$ cat config.mk
export PLATFORM = sky130hd
export DESIGN_NAME = modem_link_connection_sequencer
export DESIGN_NICKNAME = d
export VERILOG_FILES = /design/src/hdl/mlcs_pkg.sv /design/src/hdl/modem_link_connection_sequencer.sv /design/src/hdl/mlcs_cfg_regs.sv /design/src/hdl/mlcs_step.sv
export SDC_FILE = /design/constraint.sdc
export NUM_CORES = 1
export LEC_CHECK = 0
export ABC_CLOCK_PERIOD_IN_PS = 4780
export BUFFER_PORTS_ARGS = -buffer_cell sky130_fd_sc_hd__buf_2
export CORE_UTILIZATION = 45
export DETAILED_ROUTE_END_ITERATION = 7
export GPL_TIMING_DRIVEN = 0
export PLACE_DENSITY_LB_ADDON = 0.2
export SYNTH_ARGS = -nofsm -noshare
export SYNTH_HDL_FRONTEND = slang
export SYNTH_SLANG_ARGS = --single-unit
$ cat constraint.sdc
create_clock -name clk -period 4.78 [get_ports clk]
set_clock_uncertainty 0.15 [all_clocks]
set_input_delay 0.717 -clock clk [delete_from_list [all_inputs] [get_ports clk]]
set_output_delay 0.717 -clock clk [all_outputs]
set_load 0.01 [all_outputs]
$ cat src/hdl/mlcs_pkg.sv
`timescale 1ns / 1ps

package mlcs_pkg;

  localparam int CFG_IDX_W  = 3;
  localparam int CFG_DATA_W = 24;
  localparam int DELAY_W    = 24;
  localparam int CNT_W      = 8;
  localparam int MDELAY_W   = 16;
  localparam int PHASE_W    = 4;
  localparam int IN_DATA_W  = 32;
  localparam int OUT_DATA_W = 48;

  localparam logic [CFG_IDX_W-1:0] REG_MAX_LINK      = 3'd0;
  localparam logic [CFG_IDX_W-1:0] REG_MAX_BROKER    = 3'd1;
  localparam logic [CFG_IDX_W-1:0] REG_BACKOFF_2ND   = 3'd2;
  localparam logic [CFG_IDX_W-1:0] REG_BACKOFF_3RD   = 3'd3;
  localparam logic [CFG_IDX_W-1:0] REG_BACKOFF_MID   = 3'd4;
  localparam logic [CFG_IDX_W-1:0] REG_BACKOFF_LONG  = 3'd5;

  localparam logic [CNT_W-1:0]      RST_MAX_ATTEMPTS  = 8'd5;
  localparam logic [DELAY_W-1:0]    RST_BACKOFF_2ND   = 24'd300000;
  localparam logic [DELAY_W-1:0]    RST_BACKOFF_3RD   = 24'd900000;
  localparam logic [DELAY_W-1:0]    RST_BACKOFF_MID   = 24'd1800000;
  localparam logic [DELAY_W-1:0]    RST_BACKOFF_LONG  = 24'd3600000;

  localparam logic [DELAY_W-1:0] DLY_PWR_ON     = 24'd1500;
  localparam logic [DELAY_W-1:0] DLY_SERIAL     = 24'd150;
  localparam logic [DELAY_W-1:0] DLY_CONNECTED  = 24'd100;
  localparam logic [DELAY_W-1:0] DLY_LINK_RETRY = 24'd2000;
  localparam logic [DELAY_W-1:0] DLY_BRK_RETRY  = 24'd500;
  localparam logic [DELAY_W-1:0] DLY_PWR_OFF    = 24'd3000;
  localparam logic [DELAY_W-1:0] DLY_RECONNECT  = 24'd200;
  localparam logic [DELAY_W-1:0] DLY_FIRST_OFF  = 24'd200;

  localparam logic [CNT_W-1:0] CNT_MAX = 8'd255;

  localparam logic [1:0] VERDICT_STAY    = 2'd0;
  localparam logic [1:0] VERDICT_ADVANCE = 2'd1;
  localparam logic [1:0] VERDICT_ERROR   = 2'd2;

  localparam logic OP_TIMER = 1'b0;
  localparam logic OP_MEAS  = 1'b1;

  localparam logic [PHASE_W-1:0] CODE_PWR_ON  = 4'd0;
  localparam logic [PHASE_W-1:0] CODE_SERIAL  = 4'd1;
  localparam logic [PHASE_W-1:0] CODE_RESTART = 4'd2;
  localparam logic [PHASE_W-1:0] CODE_WAITNET = 4'd3;
  localparam logic [PHASE_W-1:0] CODE_LINK    = 4'd4;
  localparam logic [PHASE_W-1:0] CODE_BROKER  = 4'd5;
  localparam logic [PHASE_W-1:0] CODE_RUN     = 4'd6;
  localparam logic [PHASE_W-1:0] CODE_ERR     = 4'd7;
  localparam logic [PHASE_W-1:0] CODE_PWR_OFF = 4'd8;

  typedef enum logic [8:0] {
    PH_PWR_ON  = 9'b000000001,
    PH_SERIAL  = 9'b000000010,
    PH_RESTART = 9'b000000100,
    PH_WAITNET = 9'b000001000,
    PH_LINK    = 9'b000010000,
    PH_BROKER  = 9'b000100000,
    PH_RUN     = 9'b001000000,
    PH_ERR     = 9'b010000000,
    PH_PWR_OFF = 9'b100000000
  } phase_t;

  typedef struct packed {
    logic [CNT_W-1:0]   max_link;
    logic [CNT_W-1:0]   max_broker;
    logic [DELAY_W-1:0] backoff_2nd;
    logic [DELAY_W-1:0] backoff_3rd;
    logic [DELAY_W-1:0] backoff_mid;
    logic [DELAY_W-1:0] backoff_long;
  } cfg_t;

  typedef struct packed {
    phase_t           phase;
    logic [CNT_W-1:0] link_fail;
    logic [CNT_W-1:0] broker_fail;
    logic [CNT_W-1:0] restart_fail;
    logic [CNT_W-1:0] power_cycle;
  } seq_state_t;

  typedef struct packed {
    logic                op;
    logic [1:0]          verdict;
    logic                mon_failed;
    logic [MDELAY_W-1:0] mon_delay;
    logic                link_ok;
    logic                broker_ok;
    logic                broker_up;
    logic                publish_ok;
    logic                network_up;
    logic                link_up;
  } in_item_t;

  typedef struct packed {
    logic [PHASE_W-1:0] phase;
    logic               timer_armed;
    logic [DELAY_W-1:0] delay_ms;
    logic [CNT_W-1:0]   hw_reset_count;
    logic [CNT_W-1:0]   restart_failures;
  } out_item_t;

  function automatic logic [CNT_W-1:0] sat_inc(input logic [CNT_W-1:0] v);
    sat_inc = (v == CNT_MAX) ? CNT_MAX : v + 1'b1;
  endfunction

  function automatic phase_t reconnect_phase(input logic net_up, input logic link_up);
    if (!net_up) begin
      reconnect_phase = PH_WAITNET;
    end else if (!link_up) begin
      reconnect_phase = PH_LINK;
    end else begin
      reconnect_phase = PH_BROKER;
    end
  endfunction

  function automatic logic [PHASE_W-1:0] phase_code(input phase_t ph);
    unique case (ph)
      PH_PWR_ON:  phase_code = CODE_PWR_ON;
      PH_SERIAL:  phase_code = CODE_SERIAL;
      PH_RESTART: phase_code = CODE_RESTART;
      PH_WAITNET: phase_code = CODE_WAITNET;
      PH_LINK:    phase_code = CODE_LINK;
      PH_BROKER:  phase_code = CODE_BROKER;
      PH_RUN:     phase_code = CODE_RUN;
      PH_ERR:     phase_code = CODE_ERR;
      PH_PWR_OFF: phase_code = CODE_PWR_OFF;
      default:    phase_code = CODE_PWR_ON;
    endcase
  endfunction

endpackage

$ cat src/hdl/modem_link_connection_sequencer.sv
`timescale 1ns / 1ps

// Modem link connection sequencer.
// Input stream: one transaction per event. in_tuser carries the event kind
// (timer expiry or measurement arrival); in_tdata carries the outside check
// results. Output stream: one transaction per input transaction with the new
// phase, the timer to arm and the two status counters.
// Configuration: write cfg_we with cfg_addr/cfg_wdata while the block is idle;
// writes take effect on the next clock edge.
// Path: an accepted transaction is held in the input register and its result
// is then loaded into the result register that drives out_tvalid/out_tdata.
// Throughput: one transaction per cycle while out_tready stays high; the
// phase and counter update is a single level of compare and select logic
// between the two registers.
// Reset: phase returns to power on, all counters clear, configuration takes
// its default values, both channels go empty.
// Stall: while out_tready is low the result register holds, the input
// register holds its item, and in_tready drops once both are full.

module modem_link_connection_sequencer (
  input  logic                             clk,
  input  logic                             rst_n,
  input  logic                             cfg_we,
  input  logic [mlcs_pkg::CFG_IDX_W-1:0]   cfg_addr,
  input  logic [mlcs_pkg::CFG_DATA_W-1:0]  cfg_wdata,
  input  logic                             in_tvalid,
  output logic                             in_tready,
  // [1:0] monitor_verdict, [2] monitor_failed, [18:3] monitor_delay_ms,
  // [19] link_connect_ok, [20] broker_connect_ok, [21] broker_up,
  // [22] publish_ok, [23] network_up, [24] link_up, [31:25] zero
  input  logic [mlcs_pkg::IN_DATA_W-1:0]   in_tdata,
  // [0] op
  input  logic                             in_tuser,
  output logic                             out_tvalid,
  input  logic                             out_tready,
  // [3:0] phase, [4] timer_armed, [28:5] delay_ms, [36:29] hw_reset_count,
  // [44:37] restart_failures, [47:45] zero
  output logic [mlcs_pkg::OUT_DATA_W-1:0]  out_tdata
);
  import mlcs_pkg::*;

  cfg_t       cfg;
  seq_state_t st_r;
  seq_state_t st_nxt;
  in_item_t   item_r;
  logic       item_vld_r;
  out_item_t  res;
  out_item_t  res_r;
  logic       res_vld_r;
  logic       advance;

  mlcs_cfg_regs u_cfg (
    .clk       (clk),
    .rst_n     (rst_n),
    .cfg_we    (cfg_we),
    .cfg_addr  (cfg_addr),
    .cfg_wdata (cfg_wdata),
    .cfg       (cfg)
  );

  mlcs_step u_step (
    .cfg    (cfg),
    .st     (st_r),
    .item   (item_r),
    .st_nxt (st_nxt),
    .res    (res)
  );

  assign advance   = item_vld_r && (!res_vld_r || out_tready);
  assign in_tready = !item_vld_r || advance;

  always_ff @(posedge clk) begin
    if (!rst_n) begin
      item_vld_r <= 1'b0;
    end else if (in_tready) begin
      item_vld_r <= in_tvalid;
    end
  end

  always_ff @(posedge clk) begin
    if (in_tready && in_tvalid) begin
      item_r.op         <= in_tuser;
      item_r.verdict    <= in_tdata[1:0];
      item_r.mon_failed <= in_tdata[2];
      item_r.mon_delay  <= in_tdata[18:3];
      item_r.link_ok    <= in_tdata[19];
      item_r.broker_ok  <= in_tdata[20];
      item_r.broker_up  <= in_tdata[21];
      item_r.publish_ok <= in_tdata[22];
      item_r.network_up <= in_tdata[23];
      item_r.link_up    <= in_tdata[24];
    end
  end

  always_ff @(posedge clk) begin
    if (!rst_n) begin
      st_r.phase        <= PH_PWR_ON;
      st_r.link_fail    <= '0;
      st_r.broker_fail  <= '0;
      st_r.restart_fail <= '0;
      st_r.power_cycle  <= '0;
    end else if (advance) begin
      st_r <= st_nxt;
    end
  end

  always_ff @(posedge clk) begin
    if (!rst_n) begin
      res_vld_r <= 1'b0;
    end else if (advance) begin
      res_vld_r <= 1'b1;
    end else if (out_tready) begin
      res_vld_r <= 1'b0;
    end
  end

  always_ff @(posedge clk) begin
    if (advance) begin
      res_r <= res;
    end
  end

  assign out_tvalid = res_vld_r;
  assign out_tdata  = {3'b000, res_r.restart_failures, res_r.hw_reset_count,
                       res_r.delay_ms, res_r.timer_armed, res_r.phase};

endmodule

$ cat src/hdl/mlcs_cfg_regs.sv
`timescale 1ns / 1ps

module mlcs_cfg_regs (
  input  logic                            clk,
  input  logic                            rst_n,
  input  logic                            cfg_we,
  input  logic [mlcs_pkg::CFG_IDX_W-1:0]  cfg_addr,
  input  logic [mlcs_pkg::CFG_DATA_W-1:0] cfg_wdata,
  output mlcs_pkg::cfg_t                  cfg
);
  import mlcs_pkg::*;

  cfg_t cfg_r;

  always_ff @(posedge clk) begin
    if (!rst_n) begin
      cfg_r.max_link     <= RST_MAX_ATTEMPTS;
      cfg_r.max_broker   <= RST_MAX_ATTEMPTS;
      cfg_r.backoff_2nd  <= RST_BACKOFF_2ND;
      cfg_r.backoff_3rd  <= RST_BACKOFF_3RD;
      cfg_r.backoff_mid  <= RST_BACKOFF_MID;
      cfg_r.backoff_long <= RST_BACKOFF_LONG;
    end else if (cfg_we) begin
      unique case (cfg_addr)
        REG_MAX_LINK:     cfg_r.max_link     <= cfg_wdata[CNT_W-1:0];
        REG_MAX_BROKER:   cfg_r.max_broker   <= cfg_wdata[CNT_W-1:0];
        REG_BACKOFF_2ND:  cfg_r.backoff_2nd  <= cfg_wdata[DELAY_W-1:0];
        REG_BACKOFF_3RD:  cfg_r.backoff_3rd  <= cfg_wdata[DELAY_W-1:0];
        REG_BACKOFF_MID:  cfg_r.backoff_mid  <= cfg_wdata[DELAY_W-1:0];
        REG_BACKOFF_LONG: cfg_r.backoff_long <= cfg_wdata[DELAY_W-1:0];
        default: ;
      endcase
    end
  end

  assign cfg = cfg_r;

endmodule

$ cat src/hdl/mlcs_step.sv
`timescale 1ns / 1ps

module mlcs_step (
  input  mlcs_pkg::cfg_t       cfg,
  input  mlcs_pkg::seq_state_t st,
  input  mlcs_pkg::in_item_t   item,
  output mlcs_pkg::seq_state_t st_nxt,
  output mlcs_pkg::out_item_t  res
);
  import mlcs_pkg::*;

  logic               armed;
  logic [DELAY_W-1:0] delay;
  logic [DELAY_W-1:0] mdelay;
  logic [CNT_W-1:0]   link_inc;
  logic [CNT_W-1:0]   broker_inc;
  logic [DELAY_W-1:0] backoff;

  assign mdelay     = {{(DELAY_W-MDELAY_W){1'b0}}, item.mon_delay};
  assign link_inc   = sat_inc(st.link_fail);
  assign broker_inc = sat_inc(st.broker_fail);

  always_comb begin
    priority if (st.power_cycle == '0) begin
      backoff = DLY_FIRST_OFF;
    end else if (st.power_cycle == 8'd1) begin
      backoff = cfg.backoff_2nd;
    end else if (st.power_cycle == 8'd2) begin
      backoff = cfg.backoff_3rd;
    end else if (st.power_cycle[CNT_W-1:3] == '0) begin
      backoff = cfg.backoff_mid;
    end else begin
      backoff = cfg.backoff_long;
    end
  end

  always_comb begin
    st_nxt = st;
    armed  = 1'b1;
    delay  = '0;
    if (item.op == OP_MEAS) begin
      if (st.phase == PH_RUN && (!item.broker_up || !item.publish_ok)) begin
        st_nxt.phase = reconnect_phase(item.network_up, item.link_up);
        delay        = DLY_RECONNECT;
      end else begin
        armed = 1'b0;
      end
    end else begin
      unique case (st.phase)
        PH_PWR_ON: begin
          st_nxt.link_fail    = '0;
          st_nxt.broker_fail  = '0;
          st_nxt.restart_fail = '0;
          st_nxt.phase        = PH_SERIAL;
          delay               = DLY_PWR_ON;
        end
        PH_SERIAL: begin
          st_nxt.phase = PH_RESTART;
          delay        = DLY_SERIAL;
        end
        PH_RESTART: begin
          if (item.verdict == VERDICT_ADVANCE) begin
            st_nxt.phase = PH_WAITNET;
          end else if (item.verdict == VERDICT_ERROR) begin
            st_nxt.phase = PH_ERR;
            if (item.mon_failed) st_nxt.restart_fail = sat_inc(st.restart_fail);
          end
          delay = mdelay;
        end
        PH_WAITNET: begin
          if (item.verdict == VERDICT_ADVANCE) begin
            st_nxt.phase = PH_LINK;
          end else if (item.verdict == VERDICT_ERROR) begin
            st_nxt.phase = PH_RESTART;
          end
          delay = mdelay;
        end
        PH_LINK: begin
          if (item.link_ok) begin
            st_nxt.phase = PH_BROKER;
            delay        = DLY_CONNECTED;
          end else begin
            st_nxt.link_fail = link_inc;
            if (link_inc >= cfg.max_link) st_nxt.phase = PH_RESTART;
            delay = DLY_LINK_RETRY;
          end
        end
        PH_BROKER: begin
          if (item.broker_ok) begin
            st_nxt.phase        = PH_RUN;
            st_nxt.link_fail    = '0;
            st_nxt.broker_fail  = '0;
            st_nxt.restart_fail = '0;
            delay               = DLY_CONNECTED;
          end else begin
            st_nxt.broker_fail = broker_inc;
            if (broker_inc >= cfg.max_broker) st_nxt.phase = PH_LINK;
            delay = DLY_BRK_RETRY;
          end
        end
        PH_RUN: begin
          st_nxt.power_cycle = '0;
          if (item.verdict == VERDICT_ADVANCE) begin
            st_nxt.phase = reconnect_phase(item.network_up, item.link_up);
            delay        = DLY_RECONNECT;
          end else begin
            delay = mdelay;
          end
        end
        PH_ERR: begin
          st_nxt.phase        = PH_PWR_OFF;
          st_nxt.link_fail    = '0;
          st_nxt.broker_fail  = '0;
          st_nxt.restart_fail = '0;
          delay               = backoff;
        end
        PH_PWR_OFF: begin
          st_nxt.power_cycle = sat_inc(st.power_cycle);
          st_nxt.phase       = PH_PWR_ON;
          delay              = DLY_PWR_OFF;
        end
        default: begin
          armed = 1'b0;
        end
      endcase
    end
  end

  assign res.phase            = phase_code(st_nxt.phase);
  assign res.timer_armed      = armed;
  assign res.delay_ms         = armed ? delay : '0;
  assign res.hw_reset_count   = st_nxt.power_cycle;
  assign res.restart_failures = st_nxt.restart_fail;

endmodule
Word level (Yosys, flattened, before mapping). Index checks and enable logic that the tools add are counted.

Reductions and logical operators: 27. Bitwise gates (word level): 1. $lt $le $gt $ge: 2. $add $sub $neg: 4. Equal/unequal tests: 32. Mux-type cells: 46.

Operator list (number): 24-bit one-hot mux with 8 select lines (1); 24-bit two-way mux (5); 9-bit two-way mux (13); 8-bit two-way mux (12); 9-bit one-hot mux with 9 select lines (1); 8-bit one-hot mux with 3 select lines (2); 8-bit by 1-bit adder with 8-bit output, second input constant (4); 8-bit == test, second input constant (4); 16-bit two-way mux (2); 4-bit one-hot mux with 8 select lines (1); 8-bit one-hot mux with 2 select lines (2); 9-bit by 2-bit == test with 1-bit output, second input constant (2); 9-bit by 3-bit == test with 1-bit output, second input constant (2); 9-bit by 4-bit == test with 1-bit output, second input constant (2); 9-bit by 5-bit == test with 1-bit output, second input constant (2); 9-bit by 6-bit == test with 1-bit output, second input constant (2); 9-bit by 7-bit == test with 1-bit output, second input constant (2); 9-bit by 8-bit == test with 1-bit output, second input constant (2); 9-bit == test, second input constant (2); 8-bit greater-or-equal comparator (2); 2-bit AND reduction (6); 11-bit two-way mux (1); 9-bit by 1-bit == test with 1-bit output, second input constant (1); 9-bit OR reduction (1); other kinds (22) (38).

Input port bits: 65. Output and inout port bits: 50. Logic and storage cells: 140. Register bits after elaboration: 226.

Longest topological paths before layout.
Word-level depth: 9. Gate-level depth with buffers: 15. Depth with buffers taken out: 15.

Hierarchy. From an unflattened synthesis, not the netlist that was laid out.

Cell total of the unflattened synthesis: 1295. Area total of the unflattened synthesis: 11917.7 sq um.

By module, submodules not included: mlcs_cfg_regs (instances 1, area each 4344.2 sq um, cells an instance 418, sequential area each 2242.2 sq um); modem_link_connection_sequencer (instances 1, area each 3907.5 sq um, cells an instance 262, sequential area each 2992.9 sq um); mlcs_step (instances 1, area each 3666.0 sq um, cells an instance 615, sequential area each 0.0 sq um).

Worst setup path after synthesis. OpenSTA, ideal clock, no wires.

Path type: flip-flop to flip-flop. Start: register st_r[24] (netlist name). End: register res_r (netlist bit out_tdata[1]) (data pin). Buffers on the path: 0. Period minus slack after synthesis: 3720 ps. Path slack: 1060 ps. Data required time: 4478 ps. Stages on the path, launching flop included: 15. Setup time: 152 ps. Data arrival time: 3417 ps. Cells stage by stage: dfxtp_1 > ha_1 > and3_1 > nand2_1 > or3_1 > and2_1 > ha_1 > nand2b_1 > a21oi_1 > nor3_1 > o221ai_1 > o32a_4 > or3_4 > or3_1 > a31oi_1.

RTL lines: start, declared (line modem_link_connection_sequencer.sv:43) `seq_state_t st_r;`; start signal, assigned (line modem_link_connection_sequencer.sv:103) `st_r <= st_nxt;`; end signal, assigned (line modem_link_connection_sequencer.sv:119) `res_r <= res;`; end, declared (line modem_link_connection_sequencer.sv:48) `out_item_t res_r;`.

==> flow_summary.json <==
{
  "drv_slew": 0,
  "criticalPathCategory": "flop to flop",
  "synth.area.top_cells": "dfxtp_1 (28%), edfxtp_1 (19%), nand2_1 (13%)",
  "postCtsSetupRepairBufs": 0,
  "antenna_cells": 0,
  "cts_buffer_depth": 3,
  "multi_input_area_sq_mm": 0.00540,
  "ff_latch_area_sq_mm": 0.00524,
  "whs_path_depth": 1,
  "synth.avg_cell_area_sq_um": 8.49,
  "die_area_sq_mm": 0.0252,
  "synthTopCellsByCount": "nand2_1 (374), dfxtp_1 (155), a21boi_0 (83), nand3_1 (81), edfxtp_1 (71)",
  "dp_cells": 1726,
  "cts_root_buf": "clkbuf_16",
  "yosys_warnings": 0,
  "hp-class": "primary input to flop",
  "grt_overflow": 0,
  "critical_path.startpoint_type": "flop",
  "grt_pass1_wl_um": 47500,
  "routabilityCongestion": 0.923,
  "synthCells": 1301,
  "die_x_um": 159,
  "fp-row-count": 56,
  "fillCellCount": 2260,
  "num_vias": 9698,
  "cp_cell_sequence": "ha_1, and3_1, nand2_1, or3_1, and2_1, ha_1, nand2b_1, a21oi_1, nor3_1, o221ai_1, or3_1, a21oi_1, nand4_1, o32ai_1",
  "nets": 1523,
  "cts-resized-gates": 0,
  "ir_drop_mv": 0.220,
  "cts_buffers": 25,
  "grt_pass1_vias": 8819,
  "cp_data_arrival_time_ns": 4.67,
  "crit_path_end_kind": "flop",
  "dpl.hpwl_um": 22700,
  "wl_per_cell_um": 17.3,
  "viasPerCell": 5.47,
  "antenna_found_initial": 1,
  "setup_viol": 0,
  "num_io_pins": 115,
  "grt_max_degree": 29,
  "critPathMaxFanout": 6,
  "first_pass_iters": 5,
  "die_h_um": 159,
  "status": "finished, final reports clean",
  "reg2reg_from": "st_r[24]",
  "grt_use_total_pct": 24.4,
  "finalNonFillerCells": 1772,
  "finalCritPeriodShare_pct": 93.8,
  "path_clk_slew_ns": 0.06,
  "tritoncts": "built",
  "synthFlopType": "dfxtp_1",
  "rr_endpoint": "out_tdata[0]",
  "totalWireLength_um": 30700,
  "clock_latency_ns": 0.54,
  "port-buffer-count": 103,
  "maxCapViolations": 0,
  "min_to": "item_r[5]",
  "slew_headroom_pct": 27.0,
  "cp_num_buf_inv": 0,
  "yosysMostFrequentCell": "nand2_1",
  "detail-route-antenna-nets": 0,
  "max_stage_delay_ns": 0.53,
  "r2r_cells": 14,
  "drc": 0,
  "ys_async_sr_fraction_pct": 0,
  "cts_sinks": 226,
  "synth_area_sq_mm": 0.0110,
  "htreeDepth": 1,
  "area_growth_syn_to_layout_pct": 16.0,
  "fmax_mhz": 223,
  "crit_required_ns": 4.97,
  "cellLeakagePower_nw": 5.15,
  "drt-initial-drc-count": 751,
  "core_area_sq_mm": 0.0238,
  "synth_top_cell_area_share_pct": 28.1,
  "finalCriticalPeriod_ns": 4.48,
  "power_density_mw_per_mm2": 342,
  "drive_above_1_share_pct": 11.8,
  "synth_edf_count": 71,
  "start_util_pct": 46.5,
  "ys_ff_latch": 226,
  "yosysSeqAreaShare_pct": 47.4,
  "hold_viol": 0,
  "worstHoldStart": "in_tdata[19]",
  "synth.distinct_cells": 68,
  "r2r_slack_ns": 0.30,
  "cts_hold_repair.buffers": 0,
  "crit_slowest_cell": "or3_1",
  "critPathTopFamily": "simple AND/OR/NAND/NOR gates",
  "tightest_slew_ns": 1.09,
  "synth_top_area_cell": "dfxtp_1",
  "hold_slack_ns": 0.200
}
-- per-layer routing --
metal / vias up / track usage (%) / wire length (um)
li1: 4805 / - / -
met1: 4528 / 35.4 / 14600
met2: 330 / 38.1 / 13500
met3: 35 / 3.57 / 2230
met4: 0 / 5.45 / 442
met5: - / 0 / 0
-- power by group --
group	internal, mW	leakage (nW)	switching (mW)	total, mW
combinational	0.156	2.81	0.291	0.447
clock	1.08	0.404	0.774	1.85
sequential	2.05	1.94	0.0319	2.08
-- area by class of cell --
cell class	instances	share of cell area, %
clock inverters	8	0.420
plain buffers	75	2.55
repair buffers	105	4.39
inverters	24	0.703
multi-input cells	978	42.2
clock buffers	37	5.81
flip-flops and latches	226	40.8
well taps	319	3.11
-- metrics by stage --
step	power [mW]	util, %	worst slack [ns]	cell area (sq um)	TNS [ns]
6_report	4.38	54.0	0.295	12800	0
5_1_grt	4.54	54.0	-0.000825	12800	-0.000825
4_1_cts	4.41	53.8	0.368	12800	0
3_5_place_dp	2.56	50.5	0.388	12000	0
3_3_place_gp	2.56	50.4	0.429	12000	0
2_1_floorplan	2.39	-	1.06	11100	0
-- cells by family after synthesis --
logic type | synth area share (%)
simple gates | 26.0
compound gates | 17.0
flops | 47.4
buf+inv | 3.76
mux | 2.27
fa+ha+maj | 2.61
xor+xnor | 0.951
other cells | 0.0339
-- flip-flops by register name, summed over array words and instances (netlist names) --
register	count
u_cfg.cfg	112
out_tdata	45
st_r	41
item_r	26
item_vld_r	1
out_tvalid	1
-- how the worst max path moves through the flow --
stage / startpoint / end / slack [ns] / cells past startpoint
floorplan: st_r[24] / out_tdata[1] / 1.06 / 14
global placement: st_r[16] / out_tdata[0] / 0.43 / 14
detailed placement: st_r[16] / out_tdata[0] / 0.39 / 14
CTS: st_r[16] / out_tdata[0] / 0.37 / 14
global route: st_r[16] / out_tdata[0] / -0.0008 / 14
finish: st_r[24] / out_tdata[0] / 0.30 / 14
-- cells in the final DEF (no fill, tap or decap), drive strengths merged, types with 17 or more instances in the layout --
cell type  synthesis  routed
a21boi            86      86
a21oi             42      42
buf               19     124
clkbuf            56      93
dfxtp            155     155
edfxtp            71      71
ha                23      23
inv               24      25
mux2i             25      25
nand2            375     375
nand2b            17      17
nand3             81      81
nor2              56      56
nor2b             21      21
nor3              18      18
o21ai             60      60
or3               17      17
Power figures use the tool's default switching activity.
